==> src/sv/hbw_pkg.sv <==
// Types, constants and helpers of the homography warp block.
`timescale 1ns / 1ps

package hbw_pkg;

    localparam int IMG_WIDTH  = 640;
    localparam int IMG_HEIGHT = 480;
    localparam int CHANNELS   = 3;

    localparam int COL_W = 10;
    localparam int ROW_W = 9;
    localparam int CH_W  = 8;
    localparam int PIX_W = 24;

    localparam int COEF_W    = 48;
    localparam int NUM_REGS  = 8;
    localparam int CFG_IDX_W = 3;

    localparam int X_W = $clog2(IMG_WIDTH);
    localparam int Y_W = $clog2(IMG_HEIGHT);

    // coef * coordinate, coordinate taken as signed with one extra bit
    localparam int PROD_W = COEF_W + COL_W + 1;
    localparam int NUM_W  = PROD_W + 2;
    localparam int MAG_W  = NUM_W;
    localparam int REM_W  = MAG_W + 1;

    localparam int FRAC_W  = 16;
    localparam int QI_W    = (X_W > Y_W) ? X_W : Y_W;
    localparam int Q_W     = QI_W + FRAC_W;
    localparam int DIV_LAT = Q_W + 1;

    localparam int HALF_W     = (IMG_WIDTH + 1) / 2;
    localparam int HALF_H     = (IMG_HEIGHT + 1) / 2;
    localparam int BANK_DEPTH = HALF_W * HALF_H;
    localparam int BANK_AW    = $clog2(BANK_DEPTH);
    localparam int NUM_BANKS  = 4;

    localparam int TOP_W = CH_W + FRAC_W + 1;
    localparam int VAL_W = TOP_W + FRAC_W + 1;

    localparam int FIFO_DEPTH = 4;
    localparam int FIFO_AW    = $clog2(FIFO_DEPTH);

    localparam logic signed [COEF_W-1:0] ONE_Q32 = 48'sh0001_0000_0000;

    localparam logic [Q_W-1:0] X_BOUND = Q_W'(IMG_WIDTH - 1) << FRAC_W;
    localparam logic [Q_W-1:0] Y_BOUND = Q_W'(IMG_HEIGHT - 1) << FRAC_W;

    localparam logic [CFG_IDX_W-1:0] REG_H_XU = 3'd0;
    localparam logic [CFG_IDX_W-1:0] REG_H_XV = 3'd1;
    localparam logic [CFG_IDX_W-1:0] REG_H_X0 = 3'd2;
    localparam logic [CFG_IDX_W-1:0] REG_H_YU = 3'd3;
    localparam logic [CFG_IDX_W-1:0] REG_H_YV = 3'd4;
    localparam logic [CFG_IDX_W-1:0] REG_H_Y0 = 3'd5;
    localparam logic [CFG_IDX_W-1:0] REG_H_WU = 3'd6;
    localparam logic [CFG_IDX_W-1:0] REG_H_WV = 3'd7;

    localparam logic FUNC_LOAD   = 1'b0;
    localparam logic FUNC_SAMPLE = 1'b1;

    typedef enum logic {
        KIND_LOAD,
        KIND_SAMPLE
    } item_kind_t;

    typedef struct packed {
        item_kind_t       kind;
        logic [COL_W-1:0] col;
        logic [ROW_W-1:0] row;
        logic [PIX_W-1:0] pixel;
    } item_t;

    typedef struct packed {
        item_t item;
        logic  bad;
    } side_t;

    // Word address inside a parity bank: half row times half stride plus half column.
    function automatic logic [BANK_AW-1:0] bank_addr(input logic [X_W-1:0] x,
                                                     input logic [Y_W-1:0] y);
        logic [31:0] a;
        a = 32'(y >> 1) * 32'(HALF_W) + 32'(x >> 1);
        return a[BANK_AW-1:0];
    endfunction

endpackage

==> src/sv/hbw_front.sv <==
// Front end: takes items, drops out-of-image loads, tags the rest.
`timescale 1ns / 1ps

module hbw_front import hbw_pkg::*; (
    input  logic             clk,
    input  logic             rst_n,
    input  logic             in_valid,
    output logic             in_ready,
    input  logic             in_func,
    input  logic [COL_W-1:0] in_col,
    input  logic [ROW_W-1:0] in_row,
    input  logic [PIX_W-1:0] in_pixel,
    output logic             push,
    output item_t            push_item,
    input  logic             fifo_full
);

    logic  f_valid_reg;
    logic  f_valid_next;
    item_t f_item_reg;
    logic  keep;

    always_comb
    begin
        keep     = (in_func == FUNC_SAMPLE) ||
                   ((in_col < COL_W'(IMG_WIDTH)) && (in_row < ROW_W'(IMG_HEIGHT)));
        push     = f_valid_reg && !fifo_full;
        in_ready = !f_valid_reg || !fifo_full;
        f_valid_next = f_valid_reg && !push;
        if (in_valid && in_ready)
        begin
            f_valid_next = keep;
        end
    end

    always_ff @(posedge clk or negedge rst_n)
    begin
        if (!rst_n)
        begin
            f_valid_reg <= 1'b0;
        end
        else
        begin
            f_valid_reg <= f_valid_next;
        end
    end

    always_ff @(posedge clk)
    begin
        if (in_valid && in_ready)
        begin
            f_item_reg.kind  <= (in_func == FUNC_SAMPLE) ? KIND_SAMPLE : KIND_LOAD;
            f_item_reg.col   <= in_col;
            f_item_reg.row   <= in_row;
            f_item_reg.pixel <= in_pixel;
        end
    end

    assign push_item = f_item_reg;

endmodule

==> config.mk <==
export PLATFORM = sky130hd
export DESIGN_NAME = hbw_front
export DESIGN_NICKNAME = d
export VERILOG_FILES = /design/src/sv/hbw_pkg.sv /design/src/sv/hbw_front.sv
export SDC_FILE = /design/constraint.sdc
export NUM_CORES = 1
export LEC_CHECK = 0
export ABC_AREA = 1
export BUFFER_PORTS_ARGS = -buffer_cell sky130_fd_sc_hd__clkbuf_2
export CAP_MARGIN = 40
export CORE_UTILIZATION = 43
export CTS_CLUSTER_SIZE = 40
export DETAILED_ROUTE_END_ITERATION = 6
export GPL_TIMING_DRIVEN = 0
export MAX_ROUTING_LAYER = met4
export PLACE_DENSITY = 0.82
export SYNTH_ARGS = -nofsm -noshare
export SYNTH_HDL_FRONTEND = slang
export SYNTH_SLANG_ARGS = --single-unit
==> constraint.sdc <==
create_clock -name clk -period 4 [get_ports clk]
set_clock_uncertainty 0.1 [all_clocks]
set_input_delay 0.4 -clock clk [delete_from_list [all_inputs] [get_ports clk]]
set_output_delay 0.4 -clock clk [all_outputs]
set_load 0.01 [all_outputs]
==> results of run 1 <==
how the worst max path moves through the flow:
stage / endpoint / slack, ps / depth (start not counted)
2_1_floorplan: push_item[0] / 1870 / 2
3_3_place_gp: push_item[18] / 1600 / 3
3_5_place_dp: push_item[30] / 2220 / 4
4_1_cts: push_item[28] / 2320 / 3
5_1_grt: push_item[17] / 2250 / 3
6_report: push_item[4] / 2340 / 3
per-stage QoR:
| stage | cell area (sq um) | worst slack (ps) | cells | hold WS, ps |
|---|---|---|---|---|
| after detailed placement | 1956 | 2217 | 198 | 79.40 |
| after floorplan | 1406 | 1875 | 60 | 4.409 |
| final | 2036 | 2343 | 207 | 126.8 |
| after CTS | 2036 | 2318 | 207 | 109.2 |
| after global placement | 1927 | 1596 | 197 | 75.40 |
| after global routing | 2036 | 2254 | 207 | 97.15 |
final cells by class:
class                           instances  area share
Inverter                                4    0.007376
Clock inverter                          1    0.002459
Tap cell                               44     0.02704
Multi-Input combinational cell         11     0.02274
Clock buffer                            7     0.03196
Timing Repair Buffer                   95      0.2471
Sequential cell                        45      0.6613
Yosys cell counts:
cell type / count / share of area
and2_1: 1 / 0.0045
dfrtp_1: 1 / 0.018
edfxtp_1: 44 / 0.94
inv_1: 4 / 0.011
nand2_1: 8 / 0.021
nor2_1: 1 / 0.0027
o21ai_1: 1 / 0.0036
worst max-delay path, stage by stage (launching register included):
cell and delay (ps):
dfrtp_1 400, nand2_1 100, and2_2 520, buf_16 240
power groups by stage:
stage	clock network [uW]	logic [uW]	registers [uW]
finish	234	86.3	559
global route	261	94.3	562
CTS	244	87.7	559
detailed placement	0	86.8	570
global placement	0	78.7	570
floorplan	0	13.9	585
kinds of logic (layout without fill, tap and decap cells):
logic type,after synthesis,after routing,share of synthesized area
AO/OA/AOI/OAI,1,1,0.003555
buffers and inverters,4,107,0.01067
flip-flops,45,45,0.9573
AND/OR/NAND/NOR,10,10,0.02847
routing by layer:
metal,vias to the layer above,track usage,wire length [um]
met5,-,-,0
met4,0,0.07483,50
met3,5,0.07860,342
met2,62,0.2648,1296
met1,419,0.1813,944
li1,431,-,-
==> results.tsv, run 1 <==
metric	value	unit
status	complete, no violations	
r2r_start	f_valid_reg	
critPathLaunchType	flip-flop	
ys_seq_elements	45	
setup.worst_path.start	f_valid_reg	
htree_levels	2	
largest_reg_flops	44	
hp-class	input port to flip-flop	
cap_viol_max_count	0	
drt_wl_total	2633	um
clk_latency	340	ps
grtUsageTotal	0.1684	
fin_crit	1657	ps
postCtsResizedCells	0	
gp_congestion	0.7537	
cts.clk_slew.worst_paths	120	ps
first_global_vias	908	
max_freq	603.4	MHz
regArea	1346	sq um
p_leak	0.0009301	uW
die_x	59.19	um
p_comb_frac	0.098	
multi_input_area	46.29	sq um
core.rowCount	20	
io_pins	94	
cp.arrival	1610	ps
postLayoutCoreUtil	0.6614	
synth_cells	60	
hold_end	push_item[38]	
yosysWarnings	0	
cp_max_fo	23	
via_per_inst	4.430	
tightest_slew	568.0	ps
cts_num_sinks	45	
hold_viol	0	
setup_viol	0	
vdd_drop_max	274.5	uV
max-slew-margin-rel	0.6213	
grt_pass1_wl	3953	um
layout_commonest_cell	clkbuf_2	
p_seq_frac	0.635	
crit_path_end_kind	flip-flop	
die_h	59.19	um
p_clk_frac	0.267	
first_pass_iters	4	
ys_seq_area_frac	0.9573	
antenna_found_initial	0	
ys_types	7	
fin_crit_sh	0.4143	
cts_root_buffer	clkbuf_4	
rsz0062_at_grt	false	
die_area	3503	sq um
worstRegToRegCells	3	
hold_start	in_col[5]	
grt_overflow	0	
syn2layout_area_growth	44.75	%
start_util	0.4569	
fillers	240	
port_buffers	93	
drive_gt1_frac	0.6319	
cp.required	3950	ps
syn_nets	108	
fp.coreArea	3078	sq um
netlist_area	1406	sq um
tns	0	ps
worstHoldPathCells	1	
report.power.total	879.1	uW
numCtsBuffers	5	
avgSynthCellArea	23.44	sq um
path_class	flip-flop to flip-flop	
p_per_area	431.8	nW/um^2
cts_max_path_buffers	2	
cts_setup_buffers	0	
n_antenna_cell	0	
vias	917	
r2r_end	push_item[4]	
cts_hold_buf	1	
drc_errors	0	
nets	210	
routedWlPerCell	12.72	um
mostFrequentLayoutCells	93 x clkbuf_2, 44 x edfxtp_1, 8 x nand2_1, 5 x clkbuf_4, 4 x inv_1	
switching_share	0.2112	
hpwl	2024	um
internal_power	693.4	uW
r2r_slack	2340	ps
grt_max_degree	24	
maxSlewViolCount	0	
tritoncts	yes	
ant_nets	0	
switchingPower	185.7	uW
drt_iter0_drc	25	
(Power assumes the default switching activity.)
==> run 2, diff against run 1 <==
Settings changed: CORE_UTILIZATION 43 to 40, PLACE_DENSITY 0.82 to 0.77.
Clock period 4 ns to 1.7 ns, I/O delays scaled along.
==> results.tsv, run 2 (same netlist as run 1, synthesis figures left out) <==
metric	value	unit
drt_wl_total	3928	um
cap_viol_max_count	0	
crit_family	buffers and inverters	
maxSlewViolCount	0	
max_freq	616.2	MHz
syn2layout_area_growth	79.45	%
cp_max_fo	2	
fin_crit_sh	0.9547	
port_buffers	93	
io_pins	94	
vias	1121	
via_per_inst	4.379	
hpwl	1955	um
vdd_drop_max	877.1	uV
path_class	input port to flip-flop	
mostFrequentLayoutCells	93 x clkbuf_2, 48 x dlygate4sd3_1, 44 x edfxtp_1, 8 x nand2_1, 5 x clkbuf_4	
largest_reg_flops	44	
grt_pass1_wl	5589	um
critical_path.max_stage_delay	580	ps
die_h	61.30	um
nets	257	
gp_congestion	0.7551	
grtUsageTotal	0.2346	
first_global_vias	1233	
cts_setup_buffers	0	
status	complete, no violations	
grt_overflow	0	
cts_num_sinks	45	
die_area	3757	sq um
tritoncts	yes	
crit_chain	dlygate4sd3_1, clkbuf_2, nand2_1, inv_1, nand2_1, nand2_1, nand2_1, nand2_1, nand2_1, dlygate4sd3_1	
report.power.total	2276	uW
cp_slowest_cell	dlygate4sd3_1	
cp.arrival	1780	ps
drc_errors	0	
postLayoutCoreUtil	0.7504	
setup_viol	0	
cts_root_buffer	clkbuf_4	
n_antenna_cell	0	
core.rowCount	21	
htree_levels	2	
p_per_area	901.8	nW/um^2
antenna_found_initial	0	
cts_max_path_buffers	2	
fp.coreArea	3363	sq um
drt_iter0_drc	42	
crit_path_end_kind	flip-flop	
max-slew-margin-rel	0.7888	
tns	0	ps
hold_viol	0	
die_x	61.30	um
fin_crit	1623	ps
drive_gt1_frac	0.4905	
hp-class	input port to flip-flop	
tightest_slew	316.8	ps
rsz0062_at_grt	false	
start_util	0.4182	
routedWlPerCell	15.34	um
layout_commonest_cell	clkbuf_2	
ant_nets	0	
grt_max_degree	24	
crit_top_cell	nand2_1	
numCtsBuffers	5	
clk_latency	360	ps
p_leak	0.001128	uW
cp.required	1860	ps
whs	363.8	ps
crit_buf_inv	4	
critPathLaunchType	input port	
first_pass_iters	4	
cts.clk_slew.worst_paths	140	ps
run 2: power breakdown:
group	leakage, uW	switching (uW)	internal, uW
registers	0.000432	22.0	1300
clock network	0.0000414	342	312
logic	0.000654	136	167
total	0.00113	500	1780
run 2: path summary, 6_finish.rpt:
kind | from | slack [ps] | to | cells past startpoint
max | in_row[6] | 80 | f_valid_reg | 10
min | fifo_full | 360 | push_item[42] | 3
max reg2reg | f_valid_reg | 140 | push_item[9] | 3
min reg2reg | f_valid_reg | 900 | push_item[42] | 2
max in group asynchronous | rst_n | 830 | f_valid_reg | 3
min in group asynchronous | rst_n | 550 | f_valid_reg | 3
run 2: final cells by class:
type / count / area, sq um
Sequential cell: 45 / 1346
Timing Repair Buffer: 142 / 973.4
Fill cell: 204 / 839.6
Tap cell: 46 / 57.56
Multi-Input combinational cell: 11 / 47.55
Clock inverter: 3 / 46.29
Clock buffer: 5 / 37.54
Inverter: 4 / 15.01
run 2: metrics by stage:
step,area [sq um],setup WS [ps],instances
after global routing,2524,8.641,256
after floorplan,1408,78.96,60
after CTS,2522,46.92,256
after global placement,1931,6.051,199
final,2524,77.04,256
after detailed placement,1958,70.89,200
run 2: timing repair:
item,4_1_cts,5_1_grt
gates resized for setup,0,1
endpoints found under the setup margin,0,23
endpoints found under the hold margin,46,0
hold buffers,48,0
run 2: worst register-to-register path: cells and delay by family, from the launching register on:
kind                   cells  cell delay, ps
AND/OR/NAND/NOR            2             510
flip-flops                 1             440
buffers and inverters      1             210
run 2: per-layer routing:
layer	share of wire	global-route usage	vias to the layer above
met5	0	-	-
met1	0.35	0.2361	523
li1	-	-	520
met3	0.074	0.07143	11
met4	0.028	0.1396	0
met2	0.54	0.3991	67
==> run 3, diff against run 2 <==
Settings changed: ABC_AREA 1 to default, PLACE_DENSITY 0.77 to 0.78.
Clock period 1.7 ns to 1.8 ns, I/O delays scaled along.
==> results.tsv, run 3 <==
metric	value	unit
tightest_slew	563.2	ps
cp.arrival	1640	ps
cts_root_buffer	clkbuf_4	
synth_cells	53	
vdd_drop_max	600.5	uV
hold_viol	0	
grt_overflow	0	
postCtsResizedCells	0	
switchingPower	444.0	uW
place_worst_setup_slack	214.6	ps
fin_crit	1706	ps
ys_types	8	
cts_num_sinks	45	
first_pass_iters	4	
placed_cells	193	
layout_commonest_cell	clkbuf_2	
cp_slowest_cell	dlygate4sd3_1	
cts_setup_buffers	0	
drt_wl_total	3592	um
first_global_vias	1097	
via_per_inst	4.445	
synth-main-ff-cell	edfxtp_1	
die_x	60.87	um
ys_seq_area_frac	0.9711	
ant_nets	0	
synth-edff-count	44	
nets	248	
postLayoutCoreUtil	0.7424	
ys_top_cells_by_area	edfxtp_1 95%, dfrtp_1 1.8%, a21oi_1 0.72%	
max-slew-margin-rel	0.6237	
async_reset_ff_frac	0.02222	
internal_power	1667	uW
p_per_area	852.1	nW/um^2
n_antenna_cell	0	
grt_pass1_wl	5195	um
die_area	3705	sq um
die_h	60.87	um
path_class	input port to flip-flop	
p_leak	0.001079	uW
cts_hold_buf	46	
numCtsBuffers	5	
synth_commonest_cells	44 x edfxtp_1, 2 x a21oi_1, 2 x o21ai_1	
yosysMostFrequentCell	edfxtp_1	
tritoncts	yes	
cts_max_path_buffers	2	
crit_path_end_kind	flip-flop	
synth_top_area_frac	0.9531	
critical_path.max_stage_delay	530	ps
cp_max_fo	30	
drive_gt1_frac	0.5075	
critPathLaunchType	input port	
p_clk_frac	0.279	
start_util	0.4154	
htree_levels	2	
hp-class	input port to asynchronous set/reset pin	
io_pins	94	
yosysWarnings	0	
crit_family	buffers and inverters	
cap_viol_max_count	0	
netlist_area	1386	sq um
fin_crit_sh	0.9477	
core.rowCount	21	
max_freq	586.2	MHz
syn_nets	101	
ys_seq_elements	45	
crit_chain	dlygate4sd3_1, clkbuf_2, inv_1, a21oi_4, buf_12	
maxSlewViolCount	0	
p_seq_frac	0.591	
clk_latency	340	ps
routedWlPerCell	14.54	um
grtUsageTotal	0.2155	
cp.required	1740	ps
switching_share	0.2104	
setup_viol	0	
mostFrequentLayoutCells	93 x clkbuf_2, 46 x dlygate4sd3_1, 44 x edfxtp_1, 5 x clkbuf_4, 2 x o21ai_1	
status	complete, no violations	
gp_congestion	0.7539	
vias	1098	
fp.coreArea	3337	sq um
largest_reg_flops	44	
cts.clk_slew.worst_paths	130	ps
yosys.area.top_type	edfxtp_1	
rsz0062_at_grt	false	
p_comb_frac	0.130	
avgSynthCellArea	26.16	sq um
syn2layout_area_growth	78.70	%
drc_errors	0	
port_buffers	93	
crit_buf_inv	4	
antenna_found_initial	0	
grt_max_degree	31	
finalNonFillerCells	247	
fin_ws	94.13	ps
drt_iter0_drc	22	
run 3: area by class of cell:
cell class / instances / area [sq um]
Tap cell: 46 / 57.56
Fill cell: 216 / 859.6
Sequential cell: 45 / 1346
Inverter: 1 / 3.754
Clock buffer: 6 / 41.29
Clock inverter: 2 / 35.03
Timing Repair Buffer: 140 / 945.9
Multi-Input combinational cell: 7 / 47.55
run 3: worst paths after layout:
path	start	endpoint	slack, ps	cells after the start
worst min-delay path	rst_n	f_valid_reg	40	2
worst max register to register	f_valid_reg	push_item[17]	130	2
worst min register to register	f_valid_reg	f_valid_reg	650	2
min in group clk	fifo_full	f_valid_reg	130	3
max in group asynchronous	rst_n	f_valid_reg	1460	2
worst max-delay path	in_valid	push_item[17]	90	5
run 3: power groups by stage:
stage	registers (uW)	logic, uW	clock network [uW]
final	1250	274	590
after global routing	1250	295	647
after CTS	1240	267	610
after detailed placement	1270	189	0
after global placement	1270	174	0
after floorplan	1300	30.1	0
run 3: kinds of logic after synthesis:
logic type,share of synthesized area
and+or+nand+nor,0.01174
buffers and inverters,0.002705
DFF,0.9711
AOI/OAI and AO/OA,0.01444
run 3: stage by stage:
step | instance area [sq um] | total power (uW) | hold slack (ps) | setup TNS [ps]
6_report | 2477 | 2111 | 38.33 | 0
5_1_grt | 2477 | 2196 | 24.00 | 0
4_1_cts | 2477 | 2122 | 2.331 | 0
3_5_place_dp | 1941 | 1457 | -141.6 | 0
3_3_place_gp | 1921 | 1441 | -140.6 | -3053
2_1_floorplan | 1398 | 1331 | -215.6 | 0
run 3: per-layer routing:
layer / vias up / routed length (um) / GRT usage
met1: 512 / 1236 / 0.2222
met4: 0 / 43 / 0.07143
li1: 504 / - / -
met3: 6 / 325 / 0.07249
met2: 76 / 1987 / 0.3830
met5: - / 0 / -
run 3: worst reg2reg max path, stage by stage (launching register included):
cell and delay [ps]:
dfrtp_1 470, a21oi_4 510, buf_12 280
