`src/sv/hbw_pkg.sv`:
```
// Types, constants and helpers of the homography warp block.
`timescale 1ns / 1ps

package hbw_pkg;

    localparam int IMG_WIDTH  = 640;
    localparam int IMG_HEIGHT = 480;
    localparam int CHANNELS   = 3;

    localparam int COL_W = 10;
    localparam int ROW_W = 9;
    localparam int CH_W  = 8;
    localparam int PIX_W = 24;

    localparam int COEF_W    = 48;
    localparam int NUM_REGS  = 8;
    localparam int CFG_IDX_W = 3;

    localparam int X_W = $clog2(IMG_WIDTH);
    localparam int Y_W = $clog2(IMG_HEIGHT);

    // coef * coordinate, coordinate taken as signed with one extra bit
    localparam int PROD_W = COEF_W + COL_W + 1;
    localparam int NUM_W  = PROD_W + 2;
    localparam int MAG_W  = NUM_W;
    localparam int REM_W  = MAG_W + 1;

    localparam int FRAC_W  = 16;
    localparam int QI_W    = (X_W > Y_W) ? X_W : Y_W;
    localparam int Q_W     = QI_W + FRAC_W;
    localparam int DIV_LAT = Q_W + 1;

    localparam int HALF_W     = (IMG_WIDTH + 1) / 2;
    localparam int HALF_H     = (IMG_HEIGHT + 1) / 2;
    localparam int BANK_DEPTH = HALF_W * HALF_H;
    localparam int BANK_AW    = $clog2(BANK_DEPTH);
    localparam int NUM_BANKS  = 4;

    localparam int TOP_W = CH_W + FRAC_W + 1;
    localparam int VAL_W = TOP_W + FRAC_W + 1;

    localparam int FIFO_DEPTH = 4;
    localparam int FIFO_AW    = $clog2(FIFO_DEPTH);

    localparam logic signed [COEF_W-1:0] ONE_Q32 = 48'sh0001_0000_0000;

    localparam logic [Q_W-1:0] X_BOUND = Q_W'(IMG_WIDTH - 1) << FRAC_W;
    localparam logic [Q_W-1:0] Y_BOUND = Q_W'(IMG_HEIGHT - 1) << FRAC_W;

    localparam logic [CFG_IDX_W-1:0] REG_H_XU = 3'd0;
    localparam logic [CFG_IDX_W-1:0] REG_H_XV = 3'd1;
    localparam logic [CFG_IDX_W-1:0] REG_H_X0 = 3'd2;
    localparam logic [CFG_IDX_W-1:0] REG_H_YU = 3'd3;
    localparam logic [CFG_IDX_W-1:0] REG_H_YV = 3'd4;
    localparam logic [CFG_IDX_W-1:0] REG_H_Y0 = 3'd5;
    localparam logic [CFG_IDX_W-1:0] REG_H_WU = 3'd6;
    localparam logic [CFG_IDX_W-1:0] REG_H_WV = 3'd7;

    localparam logic FUNC_LOAD   = 1'b0;
    localparam logic FUNC_SAMPLE = 1'b1;

    typedef enum logic {
        KIND_LOAD,
        KIND_SAMPLE
    } item_kind_t;

    typedef struct packed {
        item_kind_t       kind;
        logic [COL_W-1:0] col;
        logic [ROW_W-1:0] row;
        logic [PIX_W-1:0] pixel;
    } item_t;

    typedef struct packed {
        item_t item;
        logic  bad;
    } side_t;

    // Word address inside a parity bank: half row times half stride plus half column.
    function automatic logic [BANK_AW-1:0] bank_addr(input logic [X_W-1:0] x,
                                                     input logic [Y_W-1:0] y);
        logic [31:0] a;
        a = 32'(y >> 1) * 32'(HALF_W) + 32'(x >> 1);
        return a[BANK_AW-1:0];
    endfunction

endpackage

```
`src/sv/hbw_fifo.sv`:
```
// Short item queue between front end and back end.
`timescale 1ns / 1ps

module hbw_fifo import hbw_pkg::*; (
    input  logic  clk,
    input  logic  rst_n,
    input  logic  push,
    input  item_t push_item,
    output logic  full,
    input  logic  pop,
    output logic  head_valid,
    output item_t head_item
);

    item_t              mem_reg [FIFO_DEPTH];
    logic [FIFO_AW-1:0] wr_ptr_reg, wr_ptr_next;
    logic [FIFO_AW-1:0] rd_ptr_reg, rd_ptr_next;
    logic [FIFO_AW:0]   count_reg, count_next;

    always_comb
    begin
        full        = (count_reg == (FIFO_AW + 1)'(FIFO_DEPTH));
        head_valid  = (count_reg != '0);
        head_item   = mem_reg[rd_ptr_reg];
        wr_ptr_next = push ? wr_ptr_reg + 1'b1 : wr_ptr_reg;
        rd_ptr_next = pop ? rd_ptr_reg + 1'b1 : rd_ptr_reg;
        count_next  = count_reg;
        if (push && !pop)
        begin
            count_next = count_reg + 1'b1;
        end
        else if (pop && !push)
        begin
            count_next = count_reg - 1'b1;
        end
    end

    always_ff @(posedge clk or negedge rst_n)
    begin
        if (!rst_n)
        begin
            wr_ptr_reg <= '0;
            rd_ptr_reg <= '0;
            count_reg  <= '0;
        end
        else
        begin
            wr_ptr_reg <= wr_ptr_next;
            rd_ptr_reg <= rd_ptr_next;
            count_reg  <= count_next;
        end
    end

    always_ff @(posedge clk)
    begin
        if (push)
        begin
            mem_reg[wr_ptr_reg] <= push_item;
        end
    end

endmodule

```
`config.mk`:
```
export PLATFORM = sky130hd
export DESIGN_NAME = hbw_fifo
export DESIGN_NICKNAME = d
export VERILOG_FILES = /design/src/sv/hbw_pkg.sv /design/src/sv/hbw_fifo.sv
export SDC_FILE = /design/constraint.sdc
export NUM_CORES = 1
export LEC_CHECK = 0
export BUFFER_PORTS_ARGS = -buffer_cell sky130_fd_sc_hd__buf_2
export CORE_UTILIZATION = 30
export CTS_CLUSTER_DIAMETER = 120
export DETAILED_ROUTE_END_ITERATION = 6
export GPL_TIMING_DRIVEN = 0
export PLACE_DENSITY = 0.58
export SLEW_MARGIN = 30
export SYNTH_ARGS = -nofsm -noshare
export SYNTH_HDL_FRONTEND = slang
export SYNTH_SLANG_ARGS = --single-unit
```
`constraint.sdc`:
```
create_clock -name clk -period 5 [get_ports clk]
set_input_delay 1 -clock clk [delete_from_list [all_inputs] [get_ports clk]]
set_output_delay 1 -clock clk [all_outputs]
set_load 0.02 [all_outputs]
```
==> results of run 1 <==
[path summary, 6_finish.rpt]
kind | end | slack (ns) | cells past startpoint
worst max-delay path | head_item[28] | 2.12 | 4
worst max register to register | mem_reg[1][4]$_DFFE_PP_ | 3.38 | 4
max in group asynchronous | wr_ptr_reg[0]$_DFFE_PN0P_ | 4.45 | 1
min in group clk | count_reg[2]$_DFFE_PN0P_ | 0.49 | 1
worst min-delay path | count_reg[0]$_DFFE_PN0P_ | 0.40 | 1
worst min register to register | count_reg[2]$_DFFE_PN0P_ | 0.49 | 1
[where the power goes]
part	leakage, nW	switching, W	total, W	internal (W)
logic	0.885	0.000937	0.00164	0.000699
registers	1.70	0.0000720	0.00208	0.00201
clock network	0.314	0.000594	0.00145	0.000857
total	2.90	0.00160	0.00517	0.00356
[cell type report]
type                    instances  area [sq um]
fillers                      2016         13670
clock inverters                14         212.7
inverters                       4         15.01
clock buffers                  18         429.2
repair buffers                 97         545.5
plain buffers                  10         116.4
multi-input cells              67          1225
well taps                     280         350.3
flip-flops and latches        183          5460
[cell usage after synthesis, types with 2 or more instances]
library cell,count,area [sq um]
buf_12,4,80.08
edfxtp_1,176,5285
and2_1,4,25.02
xnor2_1,2,17.52
inv_1,4,15.01
buf_2,5,25.02
dfrtp_1,7,175.2
mux4_1,6,157.7
xor2_1,4,35.03
nand2_1,2,7.510
ha_1,5,62.56
mux4_2,38,855.8
[critical path, cell delays in order (launching register included)]
cell and delay (ns):
dfrtp_1 0.35, buf_6 0.21, buf_12 0.18, mux4_2 0.54
buf_2 0.18
[routing by layer]
metal	global-route usage	routed length [um]
met2	0.2014	6495
met3	0.04437	653
met4	0.03175	174
met1	0.1310	5105
met5	0	10
[metrics by stage]
| step | power, W | worst slack (ns) | hold WS, ns | cells |
|---|---|---|---|---|
| floorplan | 0.003234 | 2.533 | 0.4491 | 264 |
| global placement | 0.003749 | 1.289 | 0.4693 | 637 |
| detailed placement | 0.003810 | 2.523 | 0.4827 | 641 |
| CTS | 0.005271 | 2.048 | 0.3828 | 673 |
| global route | 0.005425 | 2.005 | 0.3848 | 673 |
| finish | 0.005165 | 2.118 | 0.3994 | 673 |
[cell families after synthesis]
| kind of cell | after synthesis |
|---|---|
| flops | 183 |
| mux | 45 |
| buf+inv | 14 |
| simple gates | 9 |
| xor+xnor | 6 |
| fa+ha+maj | 6 |
| compound gates | 1 |
==> results.py, run 1 <==
metrics = {
    "run": {
        "max-cap-violations": 0,
    },
    "global_routing": {
        "grt_pass1_wl_mm": 19.43,
        "grt_pass1_vias": 3293,
        "gr-usage-all-layers": 0.1152,
        "antenna_found_initial": 1,
        "overflow": 0,
        "grt_max_degree": 28,
    },
    "detailed_routing": {
        "routed_via_density": 4.480,
        "drtAntennaViolNets": 0,
        "drt_iter0_markers": 125,
        "route.detailed.drc": 2,
        "drt-wirelength-per-cell_um": 18.48,
        "drt_wl_total_mm": 12.44,
        "routed-via-count": 3015,
        "drt-pass1-iter-count": 7,
    },
    "cts": {
        "path_clk_slew_ns": 0.07,
        "ctsHoldBuffers": 0,
        "clock_latency_ns": 0.42,
        "clock_path_buffers": 2,
        "clock_sinks": 183,
        "cts_tree": "built",
        "cts-htree-levels": 4,
        "cts_buffers": 17,
        "cts_root_buffer": "clkbuf_16",
        "cts_resized": 0,
        "post_cts_buffers": 0,
    },
    "cells_and_area": {
        "drive_gt1_frac": 0.4606,
        "layout_commonest_cell": "edfxtp_1",
        "finish.instance_area_sq_um": 8354,
        "largest_reg_flops": 176,
        "syn2layout_area_growth_pct": 22.74,
        "final_util": 0.3793,
        "layout_common_cells": "176 x edfxtp_1, 98 x buf_2, 38 x mux4_2, 17 x clkbuf_16, 8 x buf_12",
        "fin_nets": 434,
        "n_antenna_cell": 0,
    },
    "floorplanning": {
        "dieWidth_um": 152.6,
        "initial_core_util": 0.3090,
        "core_sq_um": 22030,
        "ios": 94,
        "placementRows": 54,
        "die_h_um": 152.6,
        "dieArea_sq_um": 23290,
    },
    "logic_synthesis": {
        "synth.distinct_cells": 19,
        "synth_area_sq_um": 6807,
        "yosys_warnings": 0,
        "synth_compound_area_frac": 0.0007353,
        "synth_edf_count": 176,
        "syn-instance-count": 264,
        "synth_async_sr_flop_share": 0.03825,
        "synthAdderAreaFrac": 0.01213,
        "ys_seq_area_frac": 0.8022,
        "syn_nets": 318,
        "synth_xor_area_frac": 0.007721,
        "synthSimpleGateAreaFrac": 0.007353,
        "synthMuxAreaShare": 0.1506,
        "synth_ff_type": "edfxtp_1",
        "ys_ff_latch": 183,
        "synth_top_family_by_area": "multiplexers",
        "postSynthAreaPerCell_sq_um": 25.78,
    },
    "sta": {
        "max_freq_ghz": 0.3470,
        "min_period_ns": 2.882,
        "hold_viol_final": 0,
        "finalSetupViolCount": 0,
        "drv_slew": 0,
        "rsz0062_at_grt": "no",
        "relSlewSlack": 0.7812,
        "fin_crit_sh": 0.5764,
        "worstMarginPinSlew_ns": 0.3281,
        "skew_ns": 0.007969,
        "fin_tns_setup_ns": 0,
    },
    "placed_design": {
        "port_buffers": 93,
        "dpl_cell_area_sq_um": 7712,
        "dp_hpwl_mm": 7.719,
        "gp_congestion": 0.6140,
    },
    "worst_setup_path": {
        "crit_type": "reg2out",
        "critPathArrivalTime_ns": 1.88,
        "cp-startpoint": "rd_ptr_reg[0]$_DFFE_PN0P_",
        "crit_path_start_kind": "flip-flop",
        "critPathCaptureType": "primary output",
        "crit_fanout": 10,
        "reg2reg_from": "wr_ptr_reg[1]$_DFFE_PN0P_",
        "cp.required_ns": 4.00,
    },
    "pwr": {
        "power_density_nw_per_um2": 618.3,
        "p_leak_nw": 2.898,
        "vdd_drop_max_uv": 201.5,
    },
    "status": {
        "status": "finished with violations",
        "violations": "design-rule violations",
    },
    "worst_hold_path": {
        "hold_path_class": "in2async",
    },
}
Note: power is estimated with default switching activity, not from simulation.
==> inputs of run 2 (changes only) <==
- ABC_AREA: default -> 1
- clock period: 5 -> 2.9 ns (I/O delays scaled with it)
==> run 2 against run 1 <==
Against the previous run:
- the run now ends clean
- worst hold slack got worse by 0.052 ns
- register-to-register slack got worse by 2.1 ns
- via count increased by 47%
- critical path depth increased by 2
- clock power increased by 58%
- power increased by 88%
- clock skew increased by 0.0077 ns
- non-clock buffer count increased by 21
- die area increased by 9.8%
- global-route usage increased by 1.8 points
- setup slack got worse by 1.7 ns
- core utilization decreased by 0.88 points
- critical path type unchanged
- largest power group is now combinational cells
==> results.py, run 2 <==
metrics = {
    "sta": {
        "max_freq_ghz": 0.3997,
        "fin_crit_sh": 0.8626,
        "worstMarginPinSlew_ns": 0.3703,
        "skew_ns": 0.01564,
        "relSlewSlack": 0.7531,
        "drv_slew": 0,
        "rsz0062_at_grt": "no",
        "whs_ns": 0.3476,
        "fin_tns_setup_ns": 0,
        "min_period_ns": 2.502,
        "finalSetupViolCount": 0,
        "hold_viol_final": 0,
    },
    "worst_setup_path": {
        "cp.required_ns": 2.32,
        "crit_type": "reg2out",
        "crit_fanout": 10,
        "crit_path_max_incr_delay_ns": 0.35,
        "crit_path_start_kind": "flip-flop",
        "crit_chain": "buf_2 > inv_2 > buf_2 > o211ai_1 > nand2_1 > buf_2",
        "slowest_stage": "dfrtp_1",
        "reg2reg_to": "mem_reg[0][11]$_DFFE_PP_",
        "worst_path_most_repeated_cell": "buf_2",
        "ff2ff_path_depth": 5,
        "critPathArrivalTime_ns": 1.92,
        "reg2reg_from": "wr_ptr_reg[0]$_DFFE_PN0P_",
        "critPathCaptureType": "primary output",
        "regToRegSetupSlack_ns": 1.30,
    },
    "pwr": {
        "clkPwrFrac": 0.236,
        "combPwrFrac": 0.394,
        "vdd_drop_max_uv": 427.7,
        "p_sw_frac": 0.3821,
        "power_density_nw_per_um2": 1073,
        "p_leak_nw": 3.640,
        "p_int_w": 0.005989,
        "seqPwrFrac": 0.370,
        "netSwitchingPower_w": 0.003703,
    },
    "floorplanning": {
        "dieArea_sq_um": 25580,
        "placementRows": 57,
        "dieWidth_um": 160.0,
        "die_h_um": 160.0,
        "ios": 94,
        "core_sq_um": 24390,
        "initial_core_util": 0.3069,
    },
    "detailed_routing": {
        "drt-wirelength-per-cell_um": 16.04,
        "routed_via_density": 4.354,
        "drtAntennaViolNets": 0,
        "routed-via-count": 4424,
        "route.detailed.drc": 0,
        "drt_iter0_markers": 236,
        "drt-pass1-iter-count": 4,
        "drt_wl_total_mm": 16.30,
    },
    "cells_and_area": {
        "fillCellCount": 2388,
        "finish.instance_area_sq_um": 9036,
        "layout_common_cells": "176 x edfxtp_1, 146 x nand2_1, 106 x buf_2, 95 x inv_1, 79 x o211ai_1",
        "fin_nets": 733,
        "syn2layout_area_growth_pct": 20.73,
        "largest_reg_flops": 176,
        "n_antenna_cell": 0,
        "final_cells": 1016,
        "layout_commonest_cell": "edfxtp_1",
        "drive_gt1_frac": 0.2442,
    },
    "logic_synthesis": {
        "ys_ff_latch": 183,
        "synth_compound_area_frac": 0.09495,
        "synth_area_sq_um": 7485,
        "yosys.area.top_type_share": 0.7061,
        "synth.most_common_cell": "edfxtp_1",
        "postSynthAreaPerCell_sq_um": 13.32,
        "synth_async_sr_flop_share": 0.03825,
        "synthSimpleGateAreaFrac": 0.07589,
        "synth_xor_area_frac": 0.004681,
        "synth_edf_count": 176,
        "synth_top_family_by_area": "compound AO/OA/AOI/OAI gates",
        "synth_ff_type": "edfxtp_1",
        "syn-instance-count": 562,
        "synthMuxAreaShare": 0,
        "ys_top_cells_by_count": "176 x edfxtp_1, 146 x nand2_1, 99 x inv_1",
        "synthAdderAreaFrac": 0.01103,
        "synth.distinct_cells": 21,
        "yosys.area.top_type": "edfxtp_1",
        "yosys-top-cells-area": "edfxtp_1 71%, o211ai_1 7.9%, nand2_1 7.3%, inv_1 5.0%, dfrtp_1 2.3%",
        "ys_seq_area_frac": 0.7295,
        "yosys_warnings": 0,
        "syn_nets": 616,
    },
    "global_routing": {
        "grt_pass1_vias": 4397,
        "gr-usage-all-layers": 0.1335,
        "grt_pass1_wl_mm": 25.07,
        "antenna_found_initial": 2,
        "overflow": 0,
        "grt_max_degree": 33,
    },
    "placed_design": {
        "dp_hpwl_mm": 10.28,
        "dpl_cell_area_sq_um": 8446,
        "port_buffers": 93,
        "gp_congestion": 0.6951,
        "dp.cells": 983,
    },
    "worst_hold_path": {
        "hold_start": "push_item[22]",
        "holdPathEnd": "mem_reg[0][22]$_DFFE_PP_",
        "hold_path_class": "in2reg",
        "worstHoldPathCells": 1,
    },
    "run": {
        "max-cap-violations": 0,
    },
    "status": {
        "status": "completed",
    },
    "cts": {
        "clock_path_buffers": 2,
        "post_cts_buffers": 0,
        "path_clk_slew_ns": 0.07,
        "cts_buffers": 17,
        "cts_tree": "built",
        "clock_latency_ns": 0.44,
        "ctsHoldBuffers": 1,
        "cts_root_buffer": "clkbuf_16",
        "cts-htree-levels": 4,
        "clock_sinks": 183,
        "cts_resized": 0,
    },
}
run 2: cell count changes after synthesis, moves of 2 or more:
cell      before  now
nand2_1        2  146
buf_12         4    0
mux4_1         6    0
and2_1         4    0
buf_6          1   13
mux4_2        38    0
o211ai_2       0    9
inv_1          4   99
o211ai_1       0   79
buf_2          5   13
buf_8          0    2
run 2: kinds of logic after synthesis:
group                      after synthesis
DFF                                    183
and+or+nand+nor                        150
buffers and inverters                  130
AOI/OAI and AO/OA                       89
adders and majority gates                6
xor gates and xnor gates                 4
run 2: worst max path at each step:
stage / from / end / slack (ns)
final: rd_ptr_reg[1]$_DFFE_PN0P_ / head_item[19] / 0.40
after global routing: rd_ptr_reg[1]$_DFFE_PN0P_ / head_item[1] / 0.25
after CTS: rd_ptr_reg[1]$_DFFE_PN0P_ / head_item[1] / 0.34
after detailed placement: rd_ptr_reg[1]$_DFFE_PN0P_ / head_item[1] / 0.80
after global placement: push / mem_reg[0][11]$_DFFE_PP_ / -0.16
after floorplan: push / mem_reg[0][0]$_DFFE_PP_ / 0.77
run 2: stage by stage:
step	worst slack [ns]	utilization	total power [W]
2_1_floorplan	0.7679	-	0.006140
5_1_grt	0.2496	0.3705	0.01028
6_report	0.3984	0.3705	0.009693
4_1_cts	0.3400	0.3705	0.009858
3_5_place_dp	0.8013	0.3463	0.007574
3_3_place_gp	-0.1578	0.3426	0.007477
run 2: cell type report:
type	count	area [sq um]	share of cell area
Tap cell	324	405.4	0.04486
Inverter	100	385.4	0.04265
Timing Repair Buffer	98	555.5	0.06148
Multi-Input combinational cell	249	1396	0.1545
Sequential cell	183	5460	0.6043
Buffer	30	252.7	0.02797
Clock buffer	19	432.9	0.04791
Clock inverter	13	147.6	0.01634
run 2: critical path: cells and delay by family (launching register included):
kind / cells / cell delay, ns
AOI/OAI and AO/OA: 1 / 0.14
and+or+nand+nor: 1 / 0.11
buffers and inverters: 4 / 0.88
DFF: 1 / 0.35
run 2: metal layers:
layer | global-route usage | wire length (um)
met1 | 0.1651 | 7340
met2 | 0.2283 | 8125
met3 | 0.03558 | 631
met4 | 0.03896 | 178
met5 | 0 | 21
run 2: power by group through the flow:
| stage | sequential [W] | combinational (W) | clock (W) |
|---|---|---|---|
| 6_report | 0.00359 | 0.00382 | 0.00229 |
| 5_1_grt | 0.00362 | 0.00420 | 0.00245 |
| 3_3_place_gp | 0.00367 | 0.00380 | 0 |
| 4_1_cts | 0.00359 | 0.00394 | 0.00233 |
| 3_5_place_dp | 0.00365 | 0.00393 | 0 |
| 2_1_floorplan | 0.00364 | 0.00250 | 0 |
